### src/rtl/mcpt_pkg.sv
// Shared types and constants of the mouse cursor paint tracker.
// Canvas geometry, cell arithmetic constants, action codes and the
// structs passed between the pipeline modules. No dependencies.
package mcpt_pkg;

    localparam int SCREEN_COLS  = 80;
    localparam int SCREEN_ROWS  = 25;
    localparam int CELL_SCALE   = 72;
    localparam int SWATCH_WIDTH = 4;
    localparam int SWATCH_ROWS  = 2;
    localparam int COLOR_COUNT  = 8;

    localparam int CANVAS_W = SCREEN_COLS * CELL_SCALE;
    localparam int CANVAS_H = SCREEN_ROWS * CELL_SCALE;

    localparam int X_W     = 13;
    localparam int Y_W     = 11;
    localparam int COL_W   = 7;
    localparam int ROW_W   = 5;
    localparam int COLOR_W = 3;
    localparam int SPEED_W = 4;
    localparam int SUM_W   = 15;

    // Division by CELL_SCALE as a multiply by a rounded-up reciprocal.
    localparam int DIV_SHIFT = 19;
    localparam int DIV_RECIP = (2 ** DIV_SHIFT + CELL_SCALE - 1) / CELL_SCALE;

    localparam logic [X_W-1:0]     CURSOR_X_RESET = X_W'(CANVAS_W / 2);
    localparam logic [Y_W-1:0]     CURSOR_Y_RESET = Y_W'(CANVAS_H / 2);
    localparam logic [COL_W-1:0]   CELL_COL_RESET = COL_W'(CANVAS_W / 2 / CELL_SCALE);
    localparam logic [ROW_W-1:0]   CELL_ROW_RESET =
        ROW_W'(SCREEN_ROWS - 1 - CANVAS_H / 2 / CELL_SCALE);
    localparam logic [COLOR_W-1:0] PEN_RESET      = 3'd4;
    localparam logic [COLOR_W-1:0] ERASE_RESET    = 3'd7;
    localparam logic [SPEED_W-1:0] SPEED_RESET    = 4'd1;

    localparam logic CFG_ERASE_COLOR   = 1'b0;
    localparam logic CFG_POINTER_SPEED = 1'b1;

    typedef enum logic [1:0] {
        ACT_NONE   = 2'd0,
        ACT_PAINT  = 2'd1,
        ACT_ERASE  = 2'd2,
        ACT_SELECT = 2'd3
    } action_t;

    typedef struct packed {
        logic [X_W-1:0] nx;
        logic [Y_W-1:0] ny;
        logic           left;
        logic           right;
    } pipe_t;

    // Lowest field last, so the packed struct matches the stream layout.
    typedef struct packed {
        logic [COLOR_W-1:0] draw_color;
        action_t            action;
        logic [ROW_W-1:0]   new_row;
        logic [COL_W-1:0]   new_col;
        logic [ROW_W-1:0]   old_row;
        logic [COL_W-1:0]   old_col;
    } result_t;

endpackage

### src/rtl/mcpt_move.sv
// First stage: scale the packet deltas, move and clamp the canvas cursor,
// and register the new position for the cell stage. Uses mcpt_pkg.
module mcpt_move (
    input  logic                            clk,
    input  logic                            rst_n,
    input  logic                            in_valid,
    output logic                            in_ready,
    input  logic [7:0]                      status_flags,
    input  logic [7:0]                      delta_x_low,
    input  logic [7:0]                      delta_y_low,
    input  logic [mcpt_pkg::SPEED_W-1:0]    pointer_speed,
    input  logic                            down_ready,
    output logic                            pipe_valid,
    output mcpt_pkg::pipe_t                 pipe
);
    import mcpt_pkg::*;

    logic [X_W-1:0]          cursor_x_reg, cursor_x_next;
    logic [Y_W-1:0]          cursor_y_reg, cursor_y_next;
    logic                    pipe_valid_reg, pipe_valid_next;
    pipe_t                   pipe_reg;
    logic                    load;
    logic signed [8:0]       dx9, dy9;
    logic signed [SUM_W-1:0] speed_s;
    logic signed [SUM_W-1:0] dx_s, dy_s, sum_x, sum_y;

    assign in_ready = !pipe_valid_reg || down_ready;
    // Drop packets with either overflow bit set.
    assign load = in_valid && in_ready && (status_flags[7:6] == 2'b00);

    always_comb
    begin
        dx9     = {status_flags[4], delta_x_low};
        dy9     = {status_flags[5], delta_y_low};
        speed_s = $signed(SUM_W'(pointer_speed));
        dx_s    = SUM_W'(dx9) * speed_s;
        dy_s    = SUM_W'(dy9) * speed_s;
        sum_x   = $signed(SUM_W'(cursor_x_reg)) + dx_s;
        sum_y   = $signed(SUM_W'(cursor_y_reg)) + dy_s;

        if (sum_x < 0)
            cursor_x_next = '0;
        else if (sum_x >= SUM_W'(CANVAS_W))
            cursor_x_next = X_W'(CANVAS_W - 1);
        else
            cursor_x_next = sum_x[X_W-1:0];

        if (sum_y < 0)
            cursor_y_next = '0;
        else if (sum_y >= SUM_W'(CANVAS_H))
            cursor_y_next = Y_W'(CANVAS_H - 1);
        else
            cursor_y_next = sum_y[Y_W-1:0];

        if (load)
            pipe_valid_next = 1'b1;
        else if (down_ready)
            pipe_valid_next = 1'b0;
        else
            pipe_valid_next = pipe_valid_reg;
    end

    always_ff @(posedge clk or negedge rst_n)
    begin
        if (!rst_n)
        begin
            cursor_x_reg   <= CURSOR_X_RESET;
            cursor_y_reg   <= CURSOR_Y_RESET;
            pipe_valid_reg <= 1'b0;
        end
        else
        begin
            pipe_valid_reg <= pipe_valid_next;
            if (load)
            begin
                cursor_x_reg <= cursor_x_next;
                cursor_y_reg <= cursor_y_next;
            end
        end
    end

    always_ff @(posedge clk)
    begin
        if (load)
        begin
            pipe_reg.nx    <= cursor_x_next;
            pipe_reg.ny    <= cursor_y_next;
            pipe_reg.left  <= status_flags[0];
            pipe_reg.right <= status_flags[1];
        end
    end

    assign pipe_valid = pipe_valid_reg;
    assign pipe       = pipe_reg;

endmodule

### src/rtl/mcpt_cell.sv
// Second stage: turn the registered position into a character cell, decide
// the action and keep the pen colour and last cell. Uses mcpt_pkg.
module mcpt_cell (
    input  logic                          clk,
    input  logic                          rst_n,
    input  logic                          fire,
    input  mcpt_pkg::pipe_t               pipe,
    input  logic [mcpt_pkg::COLOR_W-1:0]  erase_color,
    output mcpt_pkg::result_t             result
);
    import mcpt_pkg::*;

    logic [COL_W-1:0]   last_col_reg;
    logic [ROW_W-1:0]   last_row_reg;
    logic [COLOR_W-1:0] pen_reg, pen_next;
    logic [31:0]        prod_x, prod_y;
    logic [COL_W-1:0]   nc;
    logic [ROW_W-1:0]   qy, nrow;
    logic               strip;

    always_comb
    begin
        prod_x = 32'(pipe.nx) * 32'(DIV_RECIP);
        prod_y = 32'(pipe.ny) * 32'(DIV_RECIP);
        nc     = prod_x[DIV_SHIFT +: COL_W];
        qy     = prod_y[DIV_SHIFT +: ROW_W];
        nrow   = ROW_W'(SCREEN_ROWS - 1) - qy;
        strip  = (nc < COL_W'(SWATCH_WIDTH * COLOR_COUNT))
              && (nrow >= ROW_W'(SCREEN_ROWS - SWATCH_ROWS));

        pen_next          = pen_reg;
        result.old_col    = last_col_reg;
        result.old_row    = last_row_reg;
        result.new_col    = nc;
        result.new_row    = nrow;
        result.action     = ACT_NONE;
        result.draw_color = '0;

        priority if (pipe.left && strip)
        begin
            pen_next          = COLOR_W'(nc / SWATCH_WIDTH);
            result.action     = ACT_SELECT;
            result.draw_color = pen_next;
        end
        else if (pipe.left)
        begin
            result.action     = ACT_PAINT;
            result.draw_color = pen_reg;
        end
        else if (pipe.right && !strip)
        begin
            result.action     = ACT_ERASE;
            result.draw_color = erase_color;
        end
        else
        begin
            result.action     = ACT_NONE;
        end
    end

    always_ff @(posedge clk or negedge rst_n)
    begin
        if (!rst_n)
        begin
            last_col_reg <= CELL_COL_RESET;
            last_row_reg <= CELL_ROW_RESET;
            pen_reg      <= PEN_RESET;
        end
        else if (fire)
        begin
            last_col_reg <= nc;
            last_row_reg <= nrow;
            pen_reg      <= pen_next;
        end
    end

endmodule

### src/rtl/mcpt_outq.sv
// Two-entry result queue that holds finished items until the sink takes
// them, so the pipeline never waits on the sink directly. Uses mcpt_pkg.
module mcpt_outq (
    input  logic              clk,
    input  logic              rst_n,
    input  logic              push,
    input  mcpt_pkg::result_t push_data,
    output logic              space,
    output logic              out_valid,
    input  logic              out_ready,
    output mcpt_pkg::result_t out_data
);
    import mcpt_pkg::*;

    logic [1:0] count_reg, count_next;
    result_t    head_reg, tail_reg;
    logic       pop;

    assign pop       = out_valid && out_ready;
    assign space     = (count_reg != 2'd2);
    assign out_valid = (count_reg != 2'd0);
    assign out_data  = head_reg;

    always_comb
    begin
        count_next = count_reg;
        if (push && !pop)
            count_next = count_reg + 2'd1;
        else if (pop && !push)
            count_next = count_reg - 2'd1;
    end

    always_ff @(posedge clk or negedge rst_n)
    begin
        if (!rst_n)
            count_reg <= 2'd0;
        else
            count_reg <= count_next;
    end

    always_ff @(posedge clk)
    begin
        if (count_reg == 2'd2)
        begin
            if (pop)
                head_reg <= tail_reg;
        end
        else if (count_reg == 2'd1)
        begin
            if (push && pop)
                head_reg <= push_data;
            else if (push)
                tail_reg <= push_data;
        end
        else if (push)
        begin
            head_reg <= push_data;
        end
    end

endmodule

### src/rtl/mouse_cursor_paint_tracker_core.sv
// Top level of the mouse cursor paint tracker.
// Instantiates mcpt_move, mcpt_cell and mcpt_outq; uses mcpt_pkg.
//
// Takes one three-byte PS/2 mouse packet per item on the slave stream and
// gives at most one result item on the master stream. A packet with either
// overflow bit set is dropped: no result, cursor and pen unchanged. Otherwise
// each 9-bit signed delta is multiplied by pointer_speed and added to a
// canvas cursor of 5760 by 1800 positions, clamped to the canvas edges. The
// result carries the character cell before and after the move (position
// divided by 72, row counted from the top), an action code and a colour.
// A left click in the palette strip (left 32 columns of the bottom two rows)
// selects pen colour new_col/4; a left click elsewhere paints with the pen,
// a right click outside the strip erases with erase_color; left wins over
// right and the middle button is ignored.
// Rate: one packet per cycle while the result queue has room. Accepted
// packets are registered in the cursor update register, then pass the
// combinational cell division and action stage into a two-entry result
// queue that drives m_tvalid. s_tready falls only when the queue is full
// and the cell stage holds an item.
module mouse_cursor_paint_tracker_core (
    input  logic        clk,
    input  logic        rst_n,
    // Slave stream: [7:0] status_flags, [15:8] delta_x_low, [23:16] delta_y_low
    input  logic        s_tvalid,
    output logic        s_tready,
    input  logic [23:0] s_tdata,
    // Master stream: [6:0] old_col, [11:7] old_row, [18:12] new_col,
    // [23:19] new_row, [25:24] action, [28:26] draw_color, [31:29] zero
    output logic        m_tvalid,
    input  logic        m_tready,
    output logic [31:0] m_tdata,
    // Configuration: index 0 erase_color, index 1 pointer_speed
    input  logic        cfg_we,
    input  logic        cfg_index,
    input  logic [3:0]  cfg_data
);
    import mcpt_pkg::*;

    logic [COLOR_W-1:0] erase_color_reg;
    logic [SPEED_W-1:0] pointer_speed_reg;
    logic               pipe_valid;
    pipe_t              pipe;
    logic               space;
    logic               fire;
    result_t            cell_result;
    result_t            out_result;

    // Configuration registers; no read-back.
    always_ff @(posedge clk or negedge rst_n)
    begin
        if (!rst_n)
        begin
            erase_color_reg   <= ERASE_RESET;
            pointer_speed_reg <= SPEED_RESET;
        end
        else if (cfg_we)
        begin
            unique case (cfg_index)
                CFG_ERASE_COLOR:   erase_color_reg   <= cfg_data[COLOR_W-1:0];
                CFG_POINTER_SPEED: pointer_speed_reg <= cfg_data;
                default:           ;
            endcase
        end
    end

    // Advance the cell stage when it holds an item and the queue has room.
    assign fire = pipe_valid && space;

    mcpt_move u_move (
        .clk           (clk),
        .rst_n         (rst_n),
        .in_valid      (s_tvalid),
        .in_ready      (s_tready),
        .status_flags  (s_tdata[7:0]),
        .delta_x_low   (s_tdata[15:8]),
        .delta_y_low   (s_tdata[23:16]),
        .pointer_speed (pointer_speed_reg),
        .down_ready    (space),
        .pipe_valid    (pipe_valid),
        .pipe          (pipe)
    );

    mcpt_cell u_cell (
        .clk         (clk),
        .rst_n       (rst_n),
        .fire        (fire),
        .pipe        (pipe),
        .erase_color (erase_color_reg),
        .result      (cell_result)
    );

    mcpt_outq u_outq (
        .clk       (clk),
        .rst_n     (rst_n),
        .push      (fire),
        .push_data (cell_result),
        .space     (space),
        .out_valid (m_tvalid),
        .out_ready (m_tready),
        .out_data  (out_result)
    );

    assign m_tdata = {3'b000, out_result};

endmodule

### config.mk
export PLATFORM = sky130hd
export DESIGN_NAME = mouse_cursor_paint_tracker_core
export DESIGN_NICKNAME = d
export VERILOG_FILES = /design/src/rtl/mcpt_pkg.sv /design/src/rtl/mcpt_move.sv /design/src/rtl/mcpt_cell.sv /design/src/rtl/mcpt_outq.sv /design/src/rtl/mouse_cursor_paint_tracker_core.sv
export SDC_FILE = /design/constraint.sdc
export NUM_CORES = 1
export LEC_CHECK = 0
export BUFFER_PORTS_ARGS = -buffer_cell sky130_fd_sc_hd__buf_2
export CORE_MARGIN = 8
export CORE_UTILIZATION = 55
export CTS_BUF_LIST = sky130_fd_sc_hd__clkbuf_4 sky130_fd_sc_hd__clkbuf_8 sky130_fd_sc_hd__clkbuf_16
export CTS_CLUSTER_DIAMETER = 200
export DETAILED_ROUTE_END_ITERATION = 6
export PLACE_DENSITY_LB_ADDON = 0.1
export SLEW_MARGIN = 10
export SYNTH_ARGS = -nofsm -noshare
export SYNTH_HDL_FRONTEND = slang
export SYNTH_SLANG_ARGS = --single-unit
### constraint.sdc
create_clock -name clk -period 10.7 [get_ports clk]
set_input_delay 0 -clock clk [delete_from_list [all_inputs] [get_ports clk]]
set_output_delay 0 -clock clk [all_outputs]
set_load 0.01 [all_outputs]
# Yosys cells after proc, flatten, opt, wreduce, memory -nomap -nowiden
# Cells that the tools add are included.
[classes]
add_sub_neg = 5
n_mul = 4
div_mod_pow = 0
order_cmp = 6
n_eq_ne = 5
n_shift = 0
n_mux = 17
bitwise = 3
reduce_logical = 25
[op_table]
columns = ["operator", "count"]
rows = [
  ["$mux W29", 5],
  ["$lt A15 B1 Y1 const B", 2],
  ["$mul A9 B5 Y14", 2],
  ["$mux W13", 2],
  ["$mul A13 B12 Y25 const B", 1],
  ["$mul A11 B12 Y23 const B", 1],
  ["$mux W11", 2],
  ["$add A12 B14 Y15", 1],
  ["$add A14 B14 Y15", 1],
  ["$ge A15 B12 Y1 const B", 1],
  ["$ge A15 B14 Y1 const B", 1],
  ["$logic_and A1 B1 Y1", 10],
  ["$mux W5", 2],
  ["$lt A7 B6 Y1 const B", 1],
  ["$mux W2", 3],
  ["$reduce_and A2 Y1", 3],
  ["$reduce_bool A2 Y1", 3],
  ["$ge A5 B5 Y1 const B", 1],
  ["$sub A5 B5 Y5 const A", 1],
  ["$logic_not A1 Y1", 4],
  ["$reduce_and A4 Y1", 1],
  ["$mux W3", 1],
  ["$ne A3 B2 Y1 const B", 1],
  ["$not A1 Y1", 3],
  ["11 further kinds", 12],
]
[totals]
ff_bits = 133
latchBits = 0
ram_bits = 0
mem_bits_ro = 0
in_bits = 34
mem_count = 0

# Depth between registers and ports, before layout
[logic_depth]
depth_word = 12
ltp_mapped = 27

# By module
# A second synthesis with hierarchy kept.
[hier_totals]
hier_cells = 1210
area_unflattened_um2 = 13346.6
[by_module_without_submodules]
columns = ["module", "instances", "cells_per_inst", "area_each_um2"]
rows = [
  ["mcpt_move", 1, 587, 5691.7],
  ["mcpt_cell", 1, 491, 4974.8],
  ["mcpt_outq", 1, 111, 2376.0],
  ["mouse_cursor_paint_tracker_core", 1, 21, 304.0],
]

# Worst setup path after synthesis
# No wires, ideal clock.
[synth_path]
path_kind = "flip-flop to flip-flop"
from = "register u_move.pipe_reg (netlist bit u_move.pipe[11])"
to = "register u_outq.head_reg (netlist bit u_outq.out_data[25]), data pin"
setup_time_ns = 0.260
t_arrival_ns = 6.264
slack_ns = 4.176
stages_incl_launch_ff = 27
path_buffers = 1
synth_period_minus_slack_ns = 6.524
cell_sequence = "edfxtp_1 fa_1 ha_1 inv_1 fa_1 inv_1 fa_1 inv_1 fa_1 inv_1 ha_1 and2_1 a221oi_2 o31a_1 o21ai_1 a21oi_1 xor2_1 ha_1 nand2b_1 o22a_1 a21boi_1 o31ai_1 xnor2_1 and4_1 buf_6 mux2_4 mux2_2"
[synth_rtl]
columns = ["item", "line_no", "rtl"]
rows = [
  ["start, declared", "mcpt_move.sv:21", "pipe_t pipe_reg;"],
  ["end signal, assigned", "mcpt_outq.sv:46", "head_reg <= tail_reg;"],
  ["end signal, assigned", "mcpt_outq.sv:51", "head_reg <= push_data;"],
  ["end signal, assigned", "mcpt_outq.sv:57", "head_reg <= push_data;"],
  ["end, declared", "mcpt_outq.sv:16", "result_t head_reg, tail_reg;"],
]

==> metrics <==
status=complete, no violations; CTS H-tree depth=4; CTS tree=yes; CTS clk-pin slew, worst paths=0.06 ns; Setup violations, final=0; initial antenna violation count=0; max-cap viol count=0; flop2flop setup slack=3.59 ns; slew at the pin closest to its max-slew limit=1.07 ns; Setup WS post-layout=3.59 ns; Die X=169 um; Worst setup SP type=flop; GRT Util Overall=18.0%; WS Path Type=flop to flop; pin count of the biggest net entering global routing=50; share of layout cells above drive strength 1=12.7%; Slew Limit Fails=0; Setup TNS=0 ns; Max clock buf depth=2; ranking of synthesized cells by instance count=inv_1, ha_1, fa_1; Area Overhead vs Synth=10.4%; Fin. Hold Viols=0; grt total ovfl=0; Core ar.=23,300 sq um; CTS buffer count=17; clock skew=0.00936 ns; Inserted Diodes=0; I/O pins=68; worst min path class=input pin to flop; Final ANT Viol Nets=0; period utilisation layout=66.4%; via count=8,273; Yosys warning total=0; filler instances=1,989; asr flop ratio synth=36.8%; Placement Setup Slack=3.55 ns; Req. time, crit path=10.87 ns; DIE AREA=28,700 sq um; Synth area leader=fa_1; vias in the first global route=8,732; Nets=1,641; Synth Register Bits=133; worst flop-to-flop path endpoint=u_outq.out_data[25]; Finished Core Util=61.4%; Fmax=141 MHz; routability cong.=0.825; Initial Utilization=55.6%; DRT Wirelength=24,300 um; number of synthesized flops with an enable pin=84; relative slew slack=28.4%; Mapped Cells=1,202; Final Cell Area=14,300 sq um; RSZ-0062 raised after global routing=no; First-pass DRT Iterations=5; Clk Latency, worst-skew pair=0.42 ns; ranking of synthesized cells by area=fa_1, ha_1, edfxtp_1, dfrtp_1, inv_1; top-count cell post-synth=inv_1; worst-path fanout max=7; post-synthesis area per instance=10.8 sq um; Worst Setup EP=u_outq.out_data[25]; root buffer cell=clkbuf_16; Setup Buffers After CTS=0; reg-to-reg critical path startpoint=u_move.pipe[11]; Crit. End Element=flop; Worst Setup SP=u_move.pipe[11]; Initial DRC Count=306; Most used DFF post-synth=edfxtp_1; min cycle time layout=7.11 ns; via density per instance=5.15; num rows=56; Arr. time, crit path=7.28 ns; Seq/Total Area, Yosys=29.1%; DRC=0; CTS Sinks=133; die height=169 um; I/O Buffers=62; Placed Area=13,600 sq um; synthesized cell area=12,900 sq um; R2R cell count=25; Yosys top cell area share=19.8%; Yosys cell types=67; routed length per placed instance=15.1 um; first-pass GRT wire length=41,700 um; Post-DP HPWL=19,800 um
[routing by layer]
layer,up-vias,share of wire (%),GRT usage [%]
met5,-,0,0
li1,4160,-,-
met2,124,47,30.3
met4,0,0.65,3.89
met3,13,3.6,2.51
met1,3976,48,24.6
[stage by stage]
stage          std cells  hold slack, ns
5_1_grt             1607          0.0762
6_report            1607          0.0500
3_5_place_dp        1564           0.149
2_1_floorplan       1204          -0.296
4_1_cts             1607          0.0417
3_3_place_gp        1564           0.156
[cell families after synthesis]
kind of cell               synth area share (%)
adders and majority gates                  39.5
other                                    0.0290
DFF                                        29.1
AOI/OAI and AO/OA                          7.98
buffers and inverters                      7.16
xor gates and xnor gates                   2.50
and+or+nand+nor                            10.1
muxes                                      3.58
[worst max-delay path, cell delays in order (launching register included)]
cell	delay (ns)
edfxtp_1	0.52
fa_1	0.50
ha_1	0.31
inv_1	0.06
fa_1	0.52
inv_1	0.05
fa_1	0.55
inv_1	0.06
fa_1	0.53
inv_1	0.04
ha_1	0.31
and2_1	0.17
a221oi_2	0.23
o31a_1	0.35
o21ai_1	0.14
a21oi_1	0.19
xor2_1	0.21
ha_1	0.27
nand2b_1	0.14
o22a_1	0.14
a21boi_1	0.06
o31ai_1	0.29
xnor2_1	0.21
and4_1	0.42
mux2_4	0.34
mux2_2	0.25
[how the worst min path moves through the flow]
stage	from	end	cells after the start
detailed placement	rst_n	u_outq.count_reg[1]	2
finish	m_tready	u_outq.count_reg[0]	4
global placement	rst_n	u_outq.count_reg[1]	2
global route	cfg_index	erase_color_reg[1]	3
CTS	cfg_index	erase_color_reg[1]	3
floorplan	rst_n	pointer_speed_reg[1]	0
[layout by cell type, fill, tap and decap left out, drive strengths merged, types with 14 or more instances in the layout]
| master | instances |
|---|---|
| o21a | 14 |
| edfxtp | 84 |
| ha | 204 |
| o21ai | 51 |
| a21oi | 32 |
| and2 | 64 |
| nor2 | 37 |
| dfrtp | 32 |
| dfstp | 17 |
| mux2 | 39 |
| xor2 | 16 |
| buf | 68 |
| clkbuf | 17 |
| nand2 | 83 |
| inv | 220 |
| xnor2 | 21 |
| fa | 128 |
[cell type report]
class | count | area, sq um | area share (%)
multi-input combinational | 830 | 8270 | 57.9
sequential | 133 | 3770 | 26.4
inverter | 214 | 803 | 5.62
timing repair buffer | 79 | 465 | 3.26
clock buffer | 17 | 425 | 2.98
tap | 319 | 399 | 2.79
clock inverter | 15 | 161 | 1.13
[repair_timing]
| item | in CTS | in global routing |
|---|---|---|
| hold endpoints to repair | 41 | 0 |
| hold buffers | 11 | 0 |
| resized for setup | 0 | 0 |
| setup endpoints to repair | 0 | 0 |
Power is not shown: default switching activity piles up to over one toggle a cycle in this logic, so the estimate is an artifact.
